## src/hw/rtl/rdcr_div_cell.sv

```systemverilog
module rdcr_div_cell #(
	parameter int REM_W  = 17,
	parameter int QUO_W  = 32,
	parameter int SIDE_W = 1
) (
	input  logic              clk,
	input  logic              en,
	input  logic [REM_W-1:0]  rem_i,
	input  logic [REM_W-1:0]  dvs_i,
	input  logic [QUO_W-1:0]  quo_i,
	input  logic              bit_i,
	input  logic [SIDE_W-1:0] side_i,
	output logic [REM_W-1:0]  rem_q,
	output logic [QUO_W-1:0]  quo_q,
	output logic [SIDE_W-1:0] side_q
);

	logic [REM_W:0] cur;
	logic [REM_W:0] dif;
	logic           ge;

	// one restoring division step: bring down a bit, try the subtract
	always_comb begin
		cur = {rem_i, bit_i};
		dif = cur - {1'b0, dvs_i};
		ge  = (cur >= {1'b0, dvs_i});
	end

	always_ff @(posedge clk) begin
		if (en) begin
			rem_q  <= ge ? dif[REM_W-1:0] : cur[REM_W-1:0];
			quo_q  <= {quo_i[QUO_W-2:0], ge};
			side_q <= side_i;
		end
	end

endmodule

```

## config.mk

```make
export PLATFORM = sky130hd
export DESIGN_NAME = rdcr_div_cell
export DESIGN_NICKNAME = d
export VERILOG_FILES = /design/src/hw/rtl/rdcr_div_cell.sv
export SDC_FILE = /design/constraint.sdc
export NUM_CORES = 1
export LEC_CHECK = 0
export BUFFER_PORTS_ARGS = -buffer_cell sky130_fd_sc_hd__buf_2
export CAP_MARGIN = 15
export CORE_MARGIN = 2
export CORE_UTILIZATION = 51
export DETAILED_ROUTE_END_ITERATION = 16
export PLACE_DENSITY_LB_ADDON = 0.1
export SLEW_MARGIN = 25
export SYNTH_ARGS = -nofsm -noshare
export SYNTH_HDL_FRONTEND = slang
export SYNTH_SLANG_ARGS = --single-unit
export TNS_END_PERCENT = 10
```

## constraint.sdc

```tcl
create_clock -name clk -period 4.2 [get_ports clk]
set_input_delay 0.42 -clock clk [delete_from_list [all_inputs] [get_ports clk]]
set_output_delay 0.42 -clock clk [all_outputs]
set_load 0.005 [all_outputs]
```

### After elaboration in Yosys (flattened, before gate mapping)

Index checks and enable logic that the tools add are counted.

* add/subtract/negate cells: 1
* multiplexer cells: 1
* magnitude comparators: 1

Operators by type and width (count)
* 18-bit by 17-bit >= comparator with 1-bit output: 1
* 17-bit two-way mux: 1
* 17-bit subtractor: 1

* output and inout port bits: 50
* input port bits: 70
* word-level logic and storage cells: 6
* register bits: 50

### Logic depth before layout (Yosys ltp)

Gate-level depths: netlist (run 1).

* depth in word-level cells: 2
* depth in mapped cells: 12
* mapped depth without buffers: 11

### Least setup slack after synthesis (run 1)

No wires, ideal clock.

* path kind: input -> register
* start point: input port bit_i
* end point: register rem_q[10] (data pin)
* setup time: 260 ps
* arrival: 2260 ps
* setup slack: 1680 ps
* data required time: 3940 ps
* stages: 12
* buffers on the path: 1
* cell sequence: inv_1 ha_1 inv_1 fa_1 a21oi_1 or3_4 a21oi_4 o21bai_4 and2_4 buf_12 inv_12 mux2_4

* longest elaborated chain between the ends: 2
* elaborated cells between the ends (all ways): 3
* those cells by class: add/sub (1); order compare (1); mux (1)

Ends and longest elaborated chain
* from (decl): line 11 `input logic bit_i,`
* 18-bit by 17-bit >= comparator with 1-bit output: line 26 `ge = (cur >= {1'b0, dvs_i});`
* via ge: line 20 `logic ge;`
* 17-bit two-way mux: line 31 `rem_q <= ge ? dif[REM_W-1:0] : cur[REM_W-1:0];`
* to (signal assigned): line 31
* to (decl): line 13 `output logic [REM_W-1:0] rem_q,`

The timed path passes the listed nets, and every way through them passes these cells.
A chain may end at the register's enable or synchronous reset.

### Worst setup path in the final report (run 1)

* start point: input port bit_i
* end point: register rem_q[3] (data pin)

The elaborated chain is that of the path after synthesis.

==> flow_summary.json, run 1 <==
{
  "synth_ff_type": "edfxtp_1",
  "start_util": 0.525,
  "whs_ns": 0.291,
  "dp.cells": 389,
  "wire_per_inst_microns": 13.5,
  "place_congestion": 0.855,
  "synth_top_area_share": 0.559,
  "p_leak_nw": 1.58,
  "synth_area_sq_um": 2680,
  "vias": 1988,
  "fp-row-count": 26,
  "cts_root_buffer": "clkbuf_8",
  "die_w_microns": 76.5,
  "worst-path-max-fanout": 10,
  "nets": 414,
  "area_growth_pct": 28.0,
  "synth_cells": 202,
  "ctsHoldBuffers": 0,
  "synth_edf_count": 50,
  "place.port_buffers": 118,
  "drtAntennaViolNets": 0,
  "synthTopCellsByArea": "edfxtp_1 (56%), ha_1 (7.9%), mux2_4 (5.6%)",
  "hold_class": "primary input to register",
  "powerDensity_nw_per_um2": 345,
  "vias_per_cell": 5.01,
  "rsz0062_at_grt": "false",
  "grt_max_degree": 51,
  "critPathArrivalTime_ns": 2.59,
  "grt_pass1_wl_microns": 8780,
  "dr.pass1.iters": 4,
  "clock-sinks": 50,
  "min_period_ns": 2.54,
  "die_height_microns": 76.5,
  "core_sq_um": 5110,
  "worst_pin_slew_ns": 0.611,
  "h-tree-depth": 2,
  "tns_ns": 0,
  "drc": 0,
  "drive_gt1_frac": 0.453,
  "drt-total-wl_microns": 5350,
  "ios": 120,
  "start_kind": "primary input",
  "numCtsBuffers": 5,
  "worstSetupEndpointType": "register",
  "finalSetupViolCount": 0,
  "crit_start": "bit_i",
  "worstSetupPathType": "primary input to register",
  "critical_path.endpoint": "rem_q[3]",
  "slew_violations": 0,
  "clk_pin_slew_ns": 0.09,
  "ys_seq_elements": 50,
  "fmax_ghz": 0.394,
  "timing.final.crit_share": 0.604,
  "gr-total-overflow": 0,
  "crit_required_ns": 4.25,
  "antenna_found_initial": 0,
  "grt_usage": 0.189,
  "cts.repair.resized": 0,
  "cts_setup_buffers": 0,
  "synth_commonest_cells": "edfxtp_1 (50), inv_1 (22), ha_1 (17)",
  "syn_avg_cell_area_sq_um": 13.3,
  "syn-num-nets": 290,
  "cts_tree": "yes",
  "async_flop_share": 0,
  "max-cap-violations": 0,
  "yosys.cell_types.count": 45,
  "hold_viol_final": 0,
  "yosys_warnings": 0,
  "n_antenna_cell": 0,
  "drt_iter0_drc": 55,
  "vdd_drop_max_mv": 0.175,
  "grt_pass1_vias": 1918,
  "relSlewSlack": 0.592,
  "fp.dieArea_sq_um": 5860,
  "ys_seq_area_frac": 0.559,
  "clock_path_buffers": 2,
  "stdcell_count": 397,
  "status": "completed",
  "dpl.hpwl_microns": 4280,
  "yosys.area.top_type": "edfxtp_1",
  "yosysMostFrequentCell": "edfxtp_1"
}
==> cell type report <==
| class | count | area (sq um) |
|---|---|---|
| Timing Repair Buffer | 118 | 593 |
| Fill cell | 411 | 1670 |
| Multi-Input combinational cell | 128 | 1060 |
| Inverter | 23 | 98.8 |
| Clock buffer | 5 | 68.8 |
| Sequential cell | 50 | 1500 |
| Tap cell | 70 | 87.6 |
| Clock inverter | 3 | 21.3 |
==> cells by family (layout without fill, tap and decap cells) <==
| logic type | after synthesis | after routing | share of synthesized area |
|---|---|---|---|
| flops | 50 | 50 | 0.559 |
| compound gates | 47 | 47 | 0.131 |
| simple gates | 41 | 41 | 0.0825 |
| buf+inv | 24 | 149 | 0.0443 |
| fa+ha+maj | 18 | 18 | 0.0867 |
| xor+xnor | 11 | 11 | 0.0359 |
| mux | 11 | 11 | 0.0597 |
==> worst min path at each step <==
stage              start   endpoint  slack [ns]  cells past startpoint
6_report       quo_i[25]  quo_q[26]        0.29                      1
5_1_grt         quo_i[9]  quo_q[10]        0.28                      1
4_1_cts        quo_i[25]  quo_q[26]        0.28                      1
3_5_place_dp    quo_i[8]   quo_q[9]        0.60                      1
3_3_place_gp   quo_i[14]  quo_q[15]        0.60                      1
2_1_floorplan   quo_i[9]  quo_q[10]        0.52                      0
==> registers in the layout, indices dropped and copies added, names as in the netlist <==
signal / count
side_q: 1
rem_q: 17
quo_q: 32
==> stage by stage <==
stage               instance area, sq um  setup WS (ns)   util  total power, mW
floorplan                           2680           1.68      -            0.809
global placement                    3340           1.35  0.654            0.916
detailed placement                  3340           1.35  0.654            0.923
CTS                                 3430           1.65  0.672             1.20
global route                        3430           1.54  0.672             1.25
finish                              3430           1.66  0.672             1.19
==> worst max-delay path, stage by stage <==
cell and delay [ns]:
buf_2 0.11, inv_1 0.05, ha_1 0.15, inv_1 0.05, fa_1 0.39, a21oi_1 0.25, or3_4 0.18, a21oi_4 0.06
o21bai_4 0.23, and2_4 0.32, inv_12 0.07, mux2_4 0.30
==> cells in the final DEF, fill, tap and decap left out, drive strengths merged, types with 2 or more instances in the layout <==
cell type,instances
edfxtp,50
a21o,3
nor2,6
o2bb2ai,2
and2,4
o21ai,7
a21boi,3
nand2b,3
buf,118
nand2,9
a21oi,15
clkbuf,5
nand3,8
mux2,10
o21bai,3
inv,23
clkinv,2
xnor2,8
ha,17
xor2,3
o21a,2
o31ai,4
nor3,4
==> layer usage <==
| layer | vias up | global-route usage | wire (microns) |
|---|---|---|---|
| li1 | 999 | - | - |
| met4 | 0 | 0.0636 | 53 |
| met2 | 77 | 0.337 | 2750 |
| met1 | 908 | 0.238 | 2300 |
| met5 | - | 0 | 0 |
| met3 | 4 | 0.0249 | 244 |
==> power by group <==
part           switching, mW  internal [mW]  total [mW]
clock network          0.159          0.117       0.277
logic                  0.138          0.147       0.286
registers             0.0101          0.613       0.623
total                  0.308          0.877        1.19
Note: power is estimated with default switching activity, not from simulation.
==> run 2, diff against run 1 <==
--- a/config.mk
+++ b/config.mk
@@ -8,7 +8,7 @@
 export BUFFER_PORTS_ARGS = -buffer_cell sky130_fd_sc_hd__buf_2
 export CAP_MARGIN = 15
 export CORE_MARGIN = 2
-export CORE_UTILIZATION = 51
+export CORE_UTILIZATION = 43
 export DETAILED_ROUTE_END_ITERATION = 16
 export PLACE_DENSITY_LB_ADDON = 0.1
 export SLEW_MARGIN = 25
==> constraint.sdc (replaced) <==
create_clock -name clk -period 2.1 [get_ports clk]
set_input_delay 0.21 -clock clk [delete_from_list [all_inputs] [get_ports clk]]
set_output_delay 0.21 -clock clk [all_outputs]
set_load 0.005 [all_outputs]
==> flow_summary.json, run 2 (same netlist as run 1, synthesis figures left out) <==
{
  "clk_pin_slew_ns": 0.10,
  "fp.dieArea_sq_um": 6890,
  "grt_max_degree": 31,
  "crit_path_top_delay_cell": "or3_4",
  "status": "completed",
  "worst_pin_slew_ns": 0.506,
  "die_height_microns": 83,
  "reg_top3": "quo_q (32), rem_q (17), side_q (1)",
  "critPathMaxStageDelay_ns": 0.35,
  "worstPathCellList": "buf_2 > inv_1 > ha_2 > inv_1 > fa_2 > a21oi_2 > or3_4 > a21oi_4 > o21bai_4 > and2_4 > inv_12 > mux2_4",
  "vias": 2137,
  "gr-total-overflow": 0,
  "tns_ns": 0,
  "place_congestion": 0.796,
  "ios": 120,
  "worst-path-max-fanout": 10,
  "crit_required_ns": 2.17,
  "worstSetupPathType": "primary input to register",
  "max-cap-violations": 0,
  "start_util": 0.448,
  "drtAntennaViolNets": 0,
  "cp_common_cell": "inv_1",
  "cts_root_buffer": "clkbuf_8",
  "area_growth_pct": 41.4,
  "antenna_found_initial": 0,
  "ctsHoldBuffers": 0,
  "timing.final.crit_share": 0.957,
  "die_w_microns": 83,
  "nets": 455,
  "pre_cts_slack_ns": -0.283,
  "finalPower_mw": 2.63,
  "dr.pass1.iters": 4,
  "final_cell_mix": "buf_2 (118), edfxtp_1 (50), buf_4 (40), inv_1 (22), ha_1 (16)",
  "drc": 0,
  "whs_ns": 0.0662,
  "stdcell_count": 443,
  "start_kind": "primary input",
  "final_common_cell": "buf_2",
  "largest_reg_flops": 32,
  "clock_path_buffers": 2,
  "n_antenna_cell": 0,
  "critical_path.endpoint": "rem_q[9]",
  "cts_tree": "yes",
  "h-tree-depth": 2,
  "dpl.hpwl_microns": 4830,
  "relSlewSlack": 0.663,
  "crit_start": "bit_i",
  "hold_viol_final": 0,
  "placed_area_sq_um": 3670,
  "dp.cells": 435,
  "drive_gt1_frac": 0.522,
  "clock-sinks": 50,
  "fmax_ghz": 0.498,
  "top_register": "quo_q",
  "critPathArrivalTime_ns": 2.08,
  "slew_violations": 0,
  "drt_iter0_drc": 63,
  "vias_per_cell": 4.82,
  "grt_pass1_vias": 2197,
  "place.port_buffers": 118,
  "finalSetupViolCount": 0,
  "fp-row-count": 28,
  "wire_per_inst_microns": 13.4,
  "final_area_sq_um": 3790,
  "hold_class": "primary input to register",
  "numCtsBuffers": 5,
  "powerDensity_nw_per_um2": 694,
  "fin_util": 0.633,
  "grt_usage": 0.178,
  "setup_ws_ns": 0.0913,
  "p_leak_nw": 1.79,
  "rsz0062_at_grt": "false",
  "drt-total-wl_microns": 5940,
  "core_sq_um": 5990,
  "min_period_ns": 2.01,
  "vdd_drop_max_mv": 0.335,
  "worstSetupEndpointType": "register",
  "grt_pass1_wl_microns": 9990
}
run 2: layer usage:
metal	vias to the layer above	share of wire	track usage	wire length, microns
li1	1083	-	-	-
met1	972	0.43	0.212	2580
met2	72	0.49	0.314	2930
met3	10	0.052	0.0378	308
met4	0	0.021	0.0715	126
met5	-	0	0	0
run 2: worst min path at each step:
| stage | slack, ns | start | cells after the start | to |
|---|---|---|---|---|
| after global placement | 0.39 | quo_i[15] | 1 | quo_q[16] |
| final | 0.07 | quo_i[21] | 1 | quo_q[22] |
| after CTS | 0.06 | quo_i[21] | 1 | quo_q[22] |
| after detailed placement | 0.39 | quo_i[19] | 1 | quo_q[20] |
| after floorplan | 0.31 | quo_i[9] | 0 | quo_q[10] |
| after global routing | 0.05 | quo_i[5] | 1 | quo_q[6] |
run 2: final cells by class:
type,instances,area (sq um)
timing repair buffer,159,911
fill,505,2200
tap,75,93.8
multi-input combinational,128,1070
inverter,23,98.8
sequential,50,1500
clock buffer,5,68.8
clock inverter,3,48.8
run 2: power by group:
group	switching (mW)	internal, mW	total, mW	leakage [nW]
clock	0.347	0.363	0.711	0.0563
combinational	0.302	0.373	0.675	1.24
sequential	0.0223	1.22	1.25	0.489
total	0.672	1.96	2.63	1.79
run 2: what timing repair did:
action	4_1_cts	5_1_grt
endpoints found under the setup margin	0	5
setup buffers	0	0
resized for setup	0	2
run 2: worst max-delay path, delay by kind of cell:
family | cells | cell delay (ns)
mux | 1 | 0.30
fa+ha+maj | 2 | 0.39
compound gates | 3 | 0.31
simple gates | 2 | 0.56
buf+inv | 4 | 0.30
