<file path="config.mk">
export PLATFORM = sky130hd
export DESIGN_NAME = rdcr_root_cell
export DESIGN_NICKNAME = d
export VERILOG_FILES = /design/src/hw/rtl/rdcr_root_cell.sv
export SDC_FILE = /design/constraint.sdc
export NUM_CORES = 1
export LEC_CHECK = 0
export ABC_AREA = 1
export BUFFER_PORTS_ARGS = -buffer_cell sky130_fd_sc_hd__buf_2
export CELL_PAD_IN_SITES_DETAIL_PLACEMENT = 1
export CELL_PAD_IN_SITES_GLOBAL_PLACEMENT = 2
export CORE_ASPECT_RATIO = 0.8
export CORE_MARGIN = 3
export CORE_UTILIZATION = 32
export CTS_BUF_LIST = sky130_fd_sc_hd__clkbuf_4 sky130_fd_sc_hd__clkbuf_8
export CTS_CLUSTER_DIAMETER = 100
export DETAILED_ROUTE_END_ITERATION = 6
export PLACE_DENSITY = 0.95
export SETUP_SLACK_MARGIN = 0.3
export SYNTH_ARGS = -nofsm -noshare
export SYNTH_HDL_FRONTEND = slang
export SYNTH_SLANG_ARGS = --single-unit
export TNS_END_PERCENT = 30
</file>
<file path="constraint.sdc">
create_clock -name clk -period 4.83 [get_ports clk]
set_input_delay 0 -clock clk [delete_from_list [all_inputs] [get_ports clk]]
set_output_delay 0 -clock clk [all_outputs]
set_load 0.02 [all_outputs]
</file>
<file path="src/hw/rtl/rdcr_root_cell.sv">
module rdcr_root_cell #(
	parameter int ROOT_W = 22,
	parameter int STEP   = 0
) (
	input  logic                  clk,
	input  logic                  en,
	input  logic [3*ROOT_W-1:0]   rad_i,
	input  logic [2*ROOT_W+4:0]   r_i,
	input  logic [ROOT_W-1:0]     y_i,
	input  logic [2*ROOT_W-1:0]   y2_i,
	output logic [3*ROOT_W-1:0]   rad_q,
	output logic [2*ROOT_W+4:0]   r_q,
	output logic [ROOT_W-1:0]     y_q,
	output logic [2*ROOT_W-1:0]   y2_q
);

	localparam int RES_W = 2*ROOT_W + 5;
	localparam int SQ_W  = 2*ROOT_W;
	localparam int SH    = 3*(ROOT_W - 1 - STEP);

	logic [RES_W-1:0] rs;
	logic [RES_W-1:0] bb;
	logic             ge;

	// next three radicand bits; trial term 12*y^2 + 6*y + 1
	always_comb begin
		rs = {r_i[RES_W-4:0], rad_i[SH +: 3]};
		bb = RES_W'({y2_i, 3'b000}) + RES_W'({y2_i, 2'b00})
			+ RES_W'({y_i, 2'b00}) + RES_W'({y_i, 1'b0}) + RES_W'(1);
		ge = (rs >= bb);
	end

	always_ff @(posedge clk) begin
		if (en) begin
			rad_q <= rad_i;
			r_q   <= ge ? (rs - bb) : rs;
			y_q   <= {y_i[ROOT_W-2:0], ge};
			y2_q  <= ge ? ({y2_i[SQ_W-3:0], 2'b00} + SQ_W'({y_i, 2'b00}) + SQ_W'(1))
				: {y2_i[SQ_W-3:0], 2'b00};
		end
	end

endmodule

</file>
* Word level (Yosys, flattened, before mapping)
Index checks and enable logic that the tools add are counted.
Storage, ports and cells: memories kept 0, bits in registers 181, RAM bits 0, ROM bits 0, latch bits 0
Cells by class: $add $sub $neg 7, $mul 0, bitwise logic cells 0, shift operators 0, mux-type cells 2, magnitude comparators 1, eq/ne operators 0, reductions and logical operators 0, divide/modulo/power cells 0
Operators by type and width (number):
- $add 48x24->49 | 1
- $add 49x1->49 const B | 1
- $add 49x23->49 | 1
- $ge 49x49->1 | 1
- $mux 49 | 1
- $sub 49x49->49 | 1
- $add 47x46->48 | 1
- $add 44x1->44 const B | 1
- $add 44x24->44 | 1
- $mux 44 | 1

* Longest topological paths before layout
Gate-level depths: netlist (run 1).
word-level depth 6, depth in mapped cells 32, gate-level depth less buffers 31

* Least setup slack after synthesis (run 1)
No wires, ideal clock.
kind in2reg, from input port y_i[2], to register y2_q[34], data pin, arrival time 4.051 ns, path slack 0.526 ns, stages 29, data required time 4.577 ns, library setup time 0.253 ns, cell sequence inv_1 -> fa_1 -> inv_1 -> fa_1 -> ha_1 -> fa_1 -> nand3_1 -> nand2_1 -> nand2_1 -> nand3_1 -> nand4_1 -> nand3_1 -> nand2_1 -> nand2_1 -> nand2_1 -> nand2_1 -> ha_1 -> nand2_1 -> inv_1 -> a21oi_1 -> nor2_1 -> nor2_1 -> nand2_1 -> nor2_1 -> nand3_4 -> buf_6 -> buf_4 -> nand2_1 -> nand2_1
On the way: word-level cells in the longest chain between the ends 5, elaborated cells on any way between the ends 7, classes of those cells add/sub: 5; order compare: 1; mux: 1
Ends and longest elaborated chain:
- from (decl) | RTL line 9 | input logic [ROOT_W-1:0] y_i,
- $add 48x24->49 | RTL line 29 | + RES_W'({y_i, 2'b00}) + RES_W'({y_i, 1'b0}) + RES_W'(1);
- $add 49x23->49 * | RTL line 29
- $add 49x1->49 * | RTL line 29
- $ge 49x49->1 * | RTL line 30 | ge = (rs >= bb);
- named net ge | RTL line 23 | logic ge;
- $mux 44 * | RTL line 38 | y2_q <= ge ? ({y2_i[SQ_W-3:0], 2'b00} + SQ_W'({y_i, 2'b00}) + SQ_W'(1))
- to (signal assigned) | RTL line 38
- to (decl) | RTL line 14 | output logic [2*ROOT_W-1:0] y2_q
The timed path passes the listed nets; every way through them passes the cells marked *. A chain may end at the register's enable or synchronous reset.

* Worst setup path in the final report (run 1)
from input port y2_i[37], to register r_q[40], data pin
On the way: word-level cells in the longest chain between the ends 6, elaborated cells on any way between the ends 7, classes of those cells add/sub: 5; order compare: 1; mux: 1
Ends and longest elaborated chain:
- from (decl) | RTL line 10 | input logic [2*ROOT_W-1:0] y2_i,
- $add 47x46->48 * | RTL line 28 | bb = RES_W'({y2_i, 3'b000}) + RES_W'({y2_i, 2'b00})
- $add 48x24->49 * | RTL line 29
- $add 49x23->49 * | RTL line 29
- $add 49x1->49 * | RTL line 29
- $sub 49x49->49 / $ge 49x49->1 (equally long branches) | RTL line 36, 30
- $mux 49 * | RTL line 36 | r_q <= ge ? (rs - bb) : rs;
- to (signal assigned) | RTL line 36
- to (decl) | RTL line 12 | output logic [2*ROOT_W+4:0] r_q,
Mark *: on every way between the ends. The rest lies on a longest branch, timed or not.

==> results.cfg, run 1 <==
[detailed_routing]
ant_nets = 0
avgRoutedWirePerCell_um = 20.2
drcViolationCount = 0
detail_route.first_pass.iterations = 5
viasPerCell = 4.99
drt_iter0_markers = 1886
wirelength_mm = 84.1
vias = 20800

[layout]
final_common_cell = nand2_1
syn2layout_area_growth_pct = 41.0
utilization_pct = 45.8
nNetsFinal = 3788
drive_above_1_share_pct = 23.6
layout_common_cells = nand2_1, inv_1, buf_2

[sta]
slew_violations = 0
rsz0062_at_grt = yes
fin_setup_tns_ns = 0
min_period_ns = 4.54
tightest_slew_ns = 0.985
hold_violations = 0
slew-limit-headroom_pct = 33.7
period_share_pct = 94.0
setup_viol = 0
max_freq_ghz = 0.220

[synth]
syn-num-nets = 3023
syn_inst = 2635
syn_area_sq_um = 18000
avgSynthCellArea_sq_um = 6.83
ys_seq_area_share_pct = 30.0
ys_ff_latch = 180
yosysWarningCount = 0
synth.distinct_cells = 36

[worst_setup_path]
start_kind = input port
critPathMaxFanout = 25
endpoint_kind = flop
crit_type = in -> reg
startpoint = y2_i[37]
crit_end = r_q[40]
worstPathArrival_ns = 4.99
cp.required_ns = 5.28

[floorplanning]
io_pins = 364
die-area_sq_um = 59200
initial_utilization_pct = 32.5
rows = 77
core_area_sq_um = 55500
dieWidth_um = 271
die_y_um = 218

[placement]
hpwl_mm = 65.7
gp_congestion = 1.04
portBuffers = 359

[outcome]
outcome = finished, final reports clean

[clocking]
clockRootBuffer = clkbuf_8
cts_buffer_depth = 2
cts_tree = built
cts.sinks = 180
cts_inserted_buffers = 17
h-tree-depth = 4
clk_pin_slew_worst_paths_ns = 0.12

[worst_hold_path]
hp-class = in -> reg
min_path_cells = 1
hold_start = en

[grt]
globalRouteMet2Util_pct = 47.0
grt_max_degree = 87
grt_first_pass_wirelength_mm = 122
track_usage_pct = 26.8
use_met1_pct = 35.1
antenna_found_initial = 3
grt-busiest-layer = met2
grt_util_met3_pct = 4.04
grt_pass1_vias = 21000
overflow = 0

[pwr]
power_w = 0.0114
vdd_drop_max_mv = 0.194
leakagePower_nw = 13.2
power.density_nw_per_um2 = 448

[run]
cap_viol_max_count = 0
per-layer routing:
layer / wire length (um) / part of all wire (%) / up-vias
li1: - / - / 9889
met1: 36500 / 43 / 10100
met2: 40800 / 49 / 697
met3: 5320 / 6.3 / 88
met4: 1520 / 1.8 / 0
met5: 0 / 0 / -
registers in the layout, summed over array words and instances (netlist names):
| signal | cells |
|---|---|
| y2_q | 43 |
| y_q | 22 |
| rad_q | 66 |
| r_q | 49 |
through the flow:
stage	std cells	hold slack, ns	setup WS, ns	cell area (sq um)
after global placement	3946	0.177	-0.208	22400
after detailed placement	3946	0.179	-0.377	22400
after floorplan	2635	0.0989	0.526	18000
after CTS	4153	0.0115	0.307	24500
after global routing	4164	0.0657	0.154	25400
final	4165	0.0378	0.291	25400
power breakdown:
part / switching, W / leakage (nW) / internal, W / total [W]
logic: 0.00490 / 11.3 / 0.00309 / 0.00799
clock network: 0.000738 / 0.209 / 0.000440 / 0.00118
registers: 0.0000926 / 1.76 / 0.00211 / 0.00221
cells in the mapped netlist, drive strengths merged:
library cell	n	area (sq um)
nor3	18	90.1
nand3b	29	218
conb	1	3.75
clkinv	1	3.75
a22oi	1	7.51
edfxtp	180	5410
nor2	223	852
nand4	75	469
o21a	6	45.0
fa	45	901
and2	4	25.0
nand2b	1	6.26
a21boi	2	15.0
ha	160	2000
or2	9	56.3
o21ai	83	415
nand3	137	703
nor4	3	18.8
buf	24	153
o21bai	7	52.6
inv	495	1860
a21o	1	7.51
xnor2	17	149
clkbuf	4	15.0
a21oi	101	505
nand2	958	3600
o211ai	1	7.51
xor2	49	429
worst min path at each step:
stage	to	slack, ns
global placement	rad_q[59]	0.18
detailed placement	rad_q[59]	0.18
floorplan	rad_q[0]	0.1
CTS	r_q[1]	0.01
global route	rad_q[24]	0.07
finish	rad_q[24]	0.04
critical path: stages:
cell	delay [ns]
dlygate4sd3_1	0.55
buf_2	0.17
ha_1	0.29
ha_1	0.32
ha_2	0.41
nand2_1	0.14
nor2_2	0.21
nand2_1	0.14
nor2_1	0.21
nand3_2	0.17
nand3_1	0.18
a21oi_2	0.09
ha_2	0.43
buf_12	0.14
nand2_1	0.05
nor2_1	0.14
nand3_1	0.25
nor2_2	0.24
nor2_4	0.07
nand3_4	0.15
buf_12	0.18
clkbuf_16	0.23
nand3_1	0.13
nand2_1	0.09
repair_timing:
item | CTS | global route
setup endpoints to repair | 25 | 93
setup buffers | 0 | 7
hold buffers | 175 | 0
gates resized for setup | 1 | 192
endpoints found under the hold margin | 178 | 0
cloned | 0 | 3
pin swaps | 0 | 10
area by class of cell:
class | instances | area (sq um)
inverters | 496 | 1860
well taps | 750 | 938
diodes | 2 | 5.00
multi-input cells | 1931 | 11300
clock buffers | 17 | 234
clock inverters | 15 | 190
repair buffers | 774 | 5480
fillers | 7207 | 30100
flip-flops and latches | 180 | 5410
kinds of logic (layout without fill, tap and decap cells):
| family | Yosys count | in the layout | share of synthesized area [%] |
|---|---|---|---|
| and+or+nand+nor | 1457 | 1457 | 33.5 |
| buffers and inverters | 524 | 1302 | 11.3 |
| adders and majority gates | 205 | 205 | 16.1 |
| AOI/OAI and AO/OA | 202 | 202 | 5.86 |
| DFF | 180 | 180 | 30.0 |
| xor gates and xnor gates | 66 | 66 | 3.21 |
| other | 1 | 3 | 0.0208 |
No activity file was read; power rests on OpenSTA's default activity.
==> run 2: changes to the inputs <==
==> constraint.sdc (replaced) <==
create_clock -name clk -period 4.83 [get_ports clk]
set_input_delay 0.2415 -clock clk [delete_from_list [all_inputs] [get_ports clk]]
set_output_delay 0.2415 -clock clk [all_outputs]
set_load 0.02 [all_outputs]
==> run 2 against run 1 <==
Total power increased by 8.5%. Global-route usage grew 0.31 points. Worst hold slack gained 0.029 ns. Final cell count unchanged. Via count grew 1.5%. Die area did not move. Sequential power about the same. Cell area rose by 2.1%. Combinational power increased by 13%.
==> results.cfg, run 2 (same netlist as run 1, synthesis figures left out) <==
[worst_hold_path]
min_path_cells = 3
hp-class = in -> reg

[grt]
overflow = 0
grt_first_pass_wirelength_mm = 124
track_usage_pct = 27.1
antenna_found_initial = 2
grt_max_degree = 134
grt_pass1_vias = 21300

[clocking]
clockRootBuffer = clkbuf_8
cts_buffer_depth = 2
cts_tree = built
cts_inserted_buffers = 17
h-tree-depth = 4
clk_pin_slew_worst_paths_ns = 0.11
cts.sinks = 180

[floorplanning]
rows = 77
die-area_sq_um = 59200
die_y_um = 218
io_pins = 364
dieWidth_um = 271
initial_utilization_pct = 32.5
core_area_sq_um = 55500

[sta]
tightest_slew_ns = 0.836
period_share_pct = 92.6
slew-limit-headroom_pct = 43.7
setup_viol = 0
whs_ns = 0.0664
hold_violations = 0
max_freq_ghz = 0.224
rsz0062_at_grt = yes
slew_violations = 0
min_period_ns = 4.47

[pwr]
comb_power_share_pct = 73.0
power.density_nw_per_um2 = 476
p_seq_share_pct = 17.8
p_sw_share_pct = 50.0
pwr-share-clk_pct = 9.2
p_switching_w = 0.00617
p_int_w = 0.00617
leakagePower_nw = 13.4
vdd_drop_max_mv = 0.231

[layout]
top_regs = rad_q: 66 flops, r_q: 49 flops, y2_q: 43 flops
syn2layout_area_growth_pct = 44.1
drive_above_1_share_pct = 28.7
stdcell_area_sq_um = 25900
final_common_cell = nand2_1
layout_common_cells = nand2_1, inv_1, buf_2
regMostFlops = rad_q
nNetsFinal = 3788
largest_reg_flops = 66

[outcome]
outcome = finished, final reports clean

[detailed_routing]
drcViolationCount = 0
drt_iter0_markers = 1656
avgRoutedWirePerCell_um = 20.6
viasPerCell = 5.06
vias = 21100
wirelength_mm = 86.0
ant_nets = 0
detail_route.first_pass.iterations = 5

[placement]
portBuffers = 359
dpl-instance-area_sq_um = 22800
gp_congestion = 1.04
hpwl_mm = 66.4

[run]
cap_viol_max_count = 0

[worst_setup_path]
start_kind = input port
endpoint_kind = flop
critPathMaxFanout = 5
worstPathArrival_ns = 4.79
crit_type = in -> reg
cp.required_ns = 5.15
run 2: cell count changes in the layout (fill, tap and decap cells not counted), moves of 9 or more:
cell / delta
a21oi_2: -13
a21oi_4: +9
buf_4: +65
dlygate4sd3_1: -71
ha_1: -16
ha_2: -9
ha_4: +25
nand2_1: -61
nand2_2: +54
run 2: worst max-delay path: stages:
cell and delay, ns:
buf_2 0.11, inv_2 0.06, fa_1 0.56, inv_2 0.05, fa_1 0.52, ha_4 0.20, buf_4 0.16, nand3_1 0.10
nand3_2 0.12, nand2_1 0.09, nand2_1 0.12, nand2_1 0.14, nand2_4 0.10, a21boi_1 0.16, xor2_1 0.24, buf_4 0.16
ha_1 0.25, buf_4 0.16, nand2_1 0.05, nand2_1 0.10, a21oi_1 0.20, nand2_1 0.10, nand3b_1 0.29, buf_4 0.21
xor2_2 0.15, nand2_1 0.07, o21ai_0 0.08
run 2: worst paths after layout:
path	startpoint	to	slack [ns]
setup / recovery	y2_i[1]	r_q[24]	0.36
hold / removal	r_i[9]	r_q[12]	0.07
run 2: what timing repair did:
| item | CTS | global route |
|---|---|---|
| endpoints found under the hold margin | 103 | 0 |
| pin swaps | 11 | 71 |
| gates cloned | 3 | 2 |
| setup buffers | 4 | 9 |
| resized for setup | 66 | 268 |
| hold buffers | 103 | 0 |
| endpoints found under the setup margin | 93 | 93 |
run 2: through the flow:
step           TNS (ns)  cells  total power (W)  utilization, %  worst slack [ns]
2_1_floorplan         0   2635          0.00626               -             0.337
3_3_place_gp     -31.06   4010          0.00965            41.1            -0.510
3_5_place_dp     -43.79   4010          0.00990            41.1            -0.631
4_1_cts               0   4152           0.0113            44.4             0.307
5_1_grt               0   4164           0.0132            46.7             0.211
6_report              0   4165           0.0123            46.8             0.360
run 2: layout make-up:
class | instances | area [sq um]
inverter | 496 | 1860
clock buffer | 17 | 234
tap | 750 | 938
timing repair buffer | 774 | 5360
clock inverter | 15 | 158
sequential | 180 | 5410
fill | 7185 | 29500
multi-input combinational | 1931 | 12000
antenna | 2 | 5.00
run 2: metal layers:
metal / global-route usage [%] / up-vias / part of all wire (%)
li1: - / 9887 / -
met1: 35.8 / 10200 / 42
met2: 45.8 / 808 / 48
met3: 4.47 / 152 / 7.4
met4: 7.97 / 0 / 3.0
met5: 0 / - / 0
run 2: power groups by stage:
stage	Sequential (W)	Clock, W	Combinational (W)
after floorplan	0.00258	0	0.00368
after global placement	0.00222	0	0.00742
after detailed placement	0.00223	0	0.00767
after CTS	0.00219	0.00116	0.00799
after global routing	0.00222	0.00121	0.00973
final	0.00220	0.00113	0.00901
==> run 3: changes to the inputs <==
--- a/config.mk
+++ b/config.mk
@@ -7,9 +7,10 @@
 export LEC_CHECK = 0
 export ABC_AREA = 1
 export BUFFER_PORTS_ARGS = -buffer_cell sky130_fd_sc_hd__buf_2
+export CAP_MARGIN = 20
 export CELL_PAD_IN_SITES_DETAIL_PLACEMENT = 1
 export CELL_PAD_IN_SITES_GLOBAL_PLACEMENT = 2
-export CORE_ASPECT_RATIO = 0.8
+export CORE_ASPECT_RATIO = 1.2
 export CORE_MARGIN = 3
 export CORE_UTILIZATION = 32
 export CTS_BUF_LIST = sky130_fd_sc_hd__clkbuf_4 sky130_fd_sc_hd__clkbuf_8
==> run 3 against run 2 <==
Routed wire length grew 7.2%. Final cell count is essentially flat. Fmax shrank 3.7%. Worst setup slack lost 0.17 ns. Clock-buffer cell count is the same. Combinational power grew 2.3%. Utilization grew 1.1 points. Cell area grew 1.9%. Critical path type unchanged. Die area is essentially flat.
==> results.cfg, run 3 (same netlist as run 1, synthesis figures left out) <==
[floorplanning]
core_area_sq_um = 55300
die-area_sq_um = 59200
rows = 94
dieWidth_um = 223
io_pins = 364
initial_utilization_pct = 32.6
die_y_um = 266

[clocking]
cts_inserted_buffers = 17
cts_buffer_depth = 2
clk_pin_slew_worst_paths_ns = 0.12
cts.sinks = 180
clockRootBuffer = clkbuf_8
h-tree-depth = 4
cts_tree = built

[worst_setup_path]
cp.required_ns = 5.19
path_common_cell = nand2_2
start_kind = input port
endpoint_kind = flop
worstPathArrival_ns = 5.00
slowest_delay_ns = 0.53
cpMaxStageDelayCell = fa_2
crit_type = in -> reg
critPathMaxFanout = 6

[layout]
final_cells = 4168
drive_above_1_share_pct = 29.9
utilization_pct = 47.8
multi_input_area_sq_um = 12100
nFillCells = 7009
layout_common_cells = nand2_1, inv_1, buf_2
largest_reg_flops = 66
top_regs = rad_q: 66 flops, r_q: 49 flops, y2_q: 43 flops
ff_latch_area_sq_um = 5410
nNetsFinal = 3819
regMostFlops = rad_q
syn2layout_area_growth_pct = 46.7
final_common_cell = nand2_1

[sta]
hold_violations = 0
slew-limit-headroom_pct = 51.4
min_period_ns = 4.64
rsz0062_at_grt = yes
max_freq_ghz = 0.216
tightest_slew_ns = 0.721
slew_violations = 0
setup_viol = 0
period_share_pct = 96.1
whs_ns = 0.0144
fin_setup_tns_ns = 0

[placement]
portBuffers = 359
placedCellCount = 3990
hpwl_mm = 67.4
gp_congestion = 1.05

[pwr]
p_int_w = 0.00626
comb_power_share_pct = 72.7
p_sw_share_pct = 50.6
leakagePower_nw = 13.6
p_switching_w = 0.00642
p_seq_share_pct = 17.5
vdd_drop_max_mv = 0.311
pwr-share-clk_pct = 9.8
power.density_nw_per_um2 = 480
power_w = 0.0127

[grt]
grt-busiest-layer = met2
grt_util_met3_pct = 3.72
track_usage_pct = 28.3
use_met1_pct = 30.5
overflow = 0
grt_max_degree = 104
antenna_found_initial = 4
grt_pass1_vias = 23000
globalRouteMet2Util_pct = 52.0
grt_first_pass_wirelength_mm = 129

[detailed_routing]
viasPerCell = 5.18
wirelength_mm = 92.1
vias = 21600
ant_nets = 0
avgRoutedWirePerCell_um = 22.1
drt_iter0_markers = 1136
drcViolationCount = 0
detail_route.first_pass.iterations = 5

[run]
cap_viol_max_count = 0

[worst_hold_path]
min_path_cells = 3
hp-class = in -> reg

[outcome]
outcome = finished, final reports clean
run 3: changes by cell type in the layout (fill, tap and decap cells not counted), moves of 8 or more:
| cell | previous run | this run |
|---|---|---|
| nor2_4 | 19 | 28 |
| a21oi_2 | 13 | 23 |
| nor2_2 | 41 | 33 |
| o21ai_0 | 63 | 54 |
| o21ai_1 | 11 | 19 |
| buf_4 | 297 | 315 |
run 3: final cells by class:
| type | instances | share of cell area [%] |
|---|---|---|
| diodes | 4 | 0.0379 |
| clock inverters | 15 | 0.781 |
| multi-input cells | 1931 | 45.8 |
| flip-flops and latches | 180 | 20.5 |
| well taps | 720 | 3.41 |
| repair buffers | 805 | 21.5 |
| clock buffers | 17 | 0.885 |
| inverters | 496 | 7.04 |
run 3: metrics by stage:
stage	worst slack [ns]	area, sq um
finish	0.190	26400
global route	0.0783	26400
CTS	0.300	24900
detailed placement	-0.667	22900
global placement	-0.505	22900
floorplan	0.337	18000
run 3: repair_timing:
action,in CTS,in global routing
hold buffers,109,0
buffers inserted,5,21
endpoints found under the hold margin,110,0
cloned,2,5
pin swaps,9,102
resized for setup,91,290
setup endpoints to repair,91,93
run 3: worst paths after layout:
kind	start	endpoint	slack [ns]
setup / recovery	y_i[15]	r_q[42]	0.19
hold / removal	r_i[1]	r_q[4]	0.01
run 3: power groups by stage:
stage | combinational, W | clock (W) | sequential (W)
CTS | 0.00804 | 0.00125 | 0.00222
floorplan | 0.00368 | 0 | 0.00258
detailed placement | 0.00762 | 0 | 0.00224
global route | 0.00991 | 0.00133 | 0.00224
finish | 0.00922 | 0.00124 | 0.00222
global placement | 0.00735 | 0 | 0.00224
run 3: critical path, delay by kind of cell:
kind	cells	cell delay, ns
AND/OR/NAND/NOR	19	1.97
adder cells (fa/ha/maj)	4	1.64
buffers and inverters	7	0.88
AO/OA/AOI/OAI	1	0.24
run 3: layer usage:
metal	part of all wire (%)	vias to the layer above
met1	37	10500
met2	51	834
met4	7.3	0
li1	-	9928
met3	5.0	332
met5	0	-
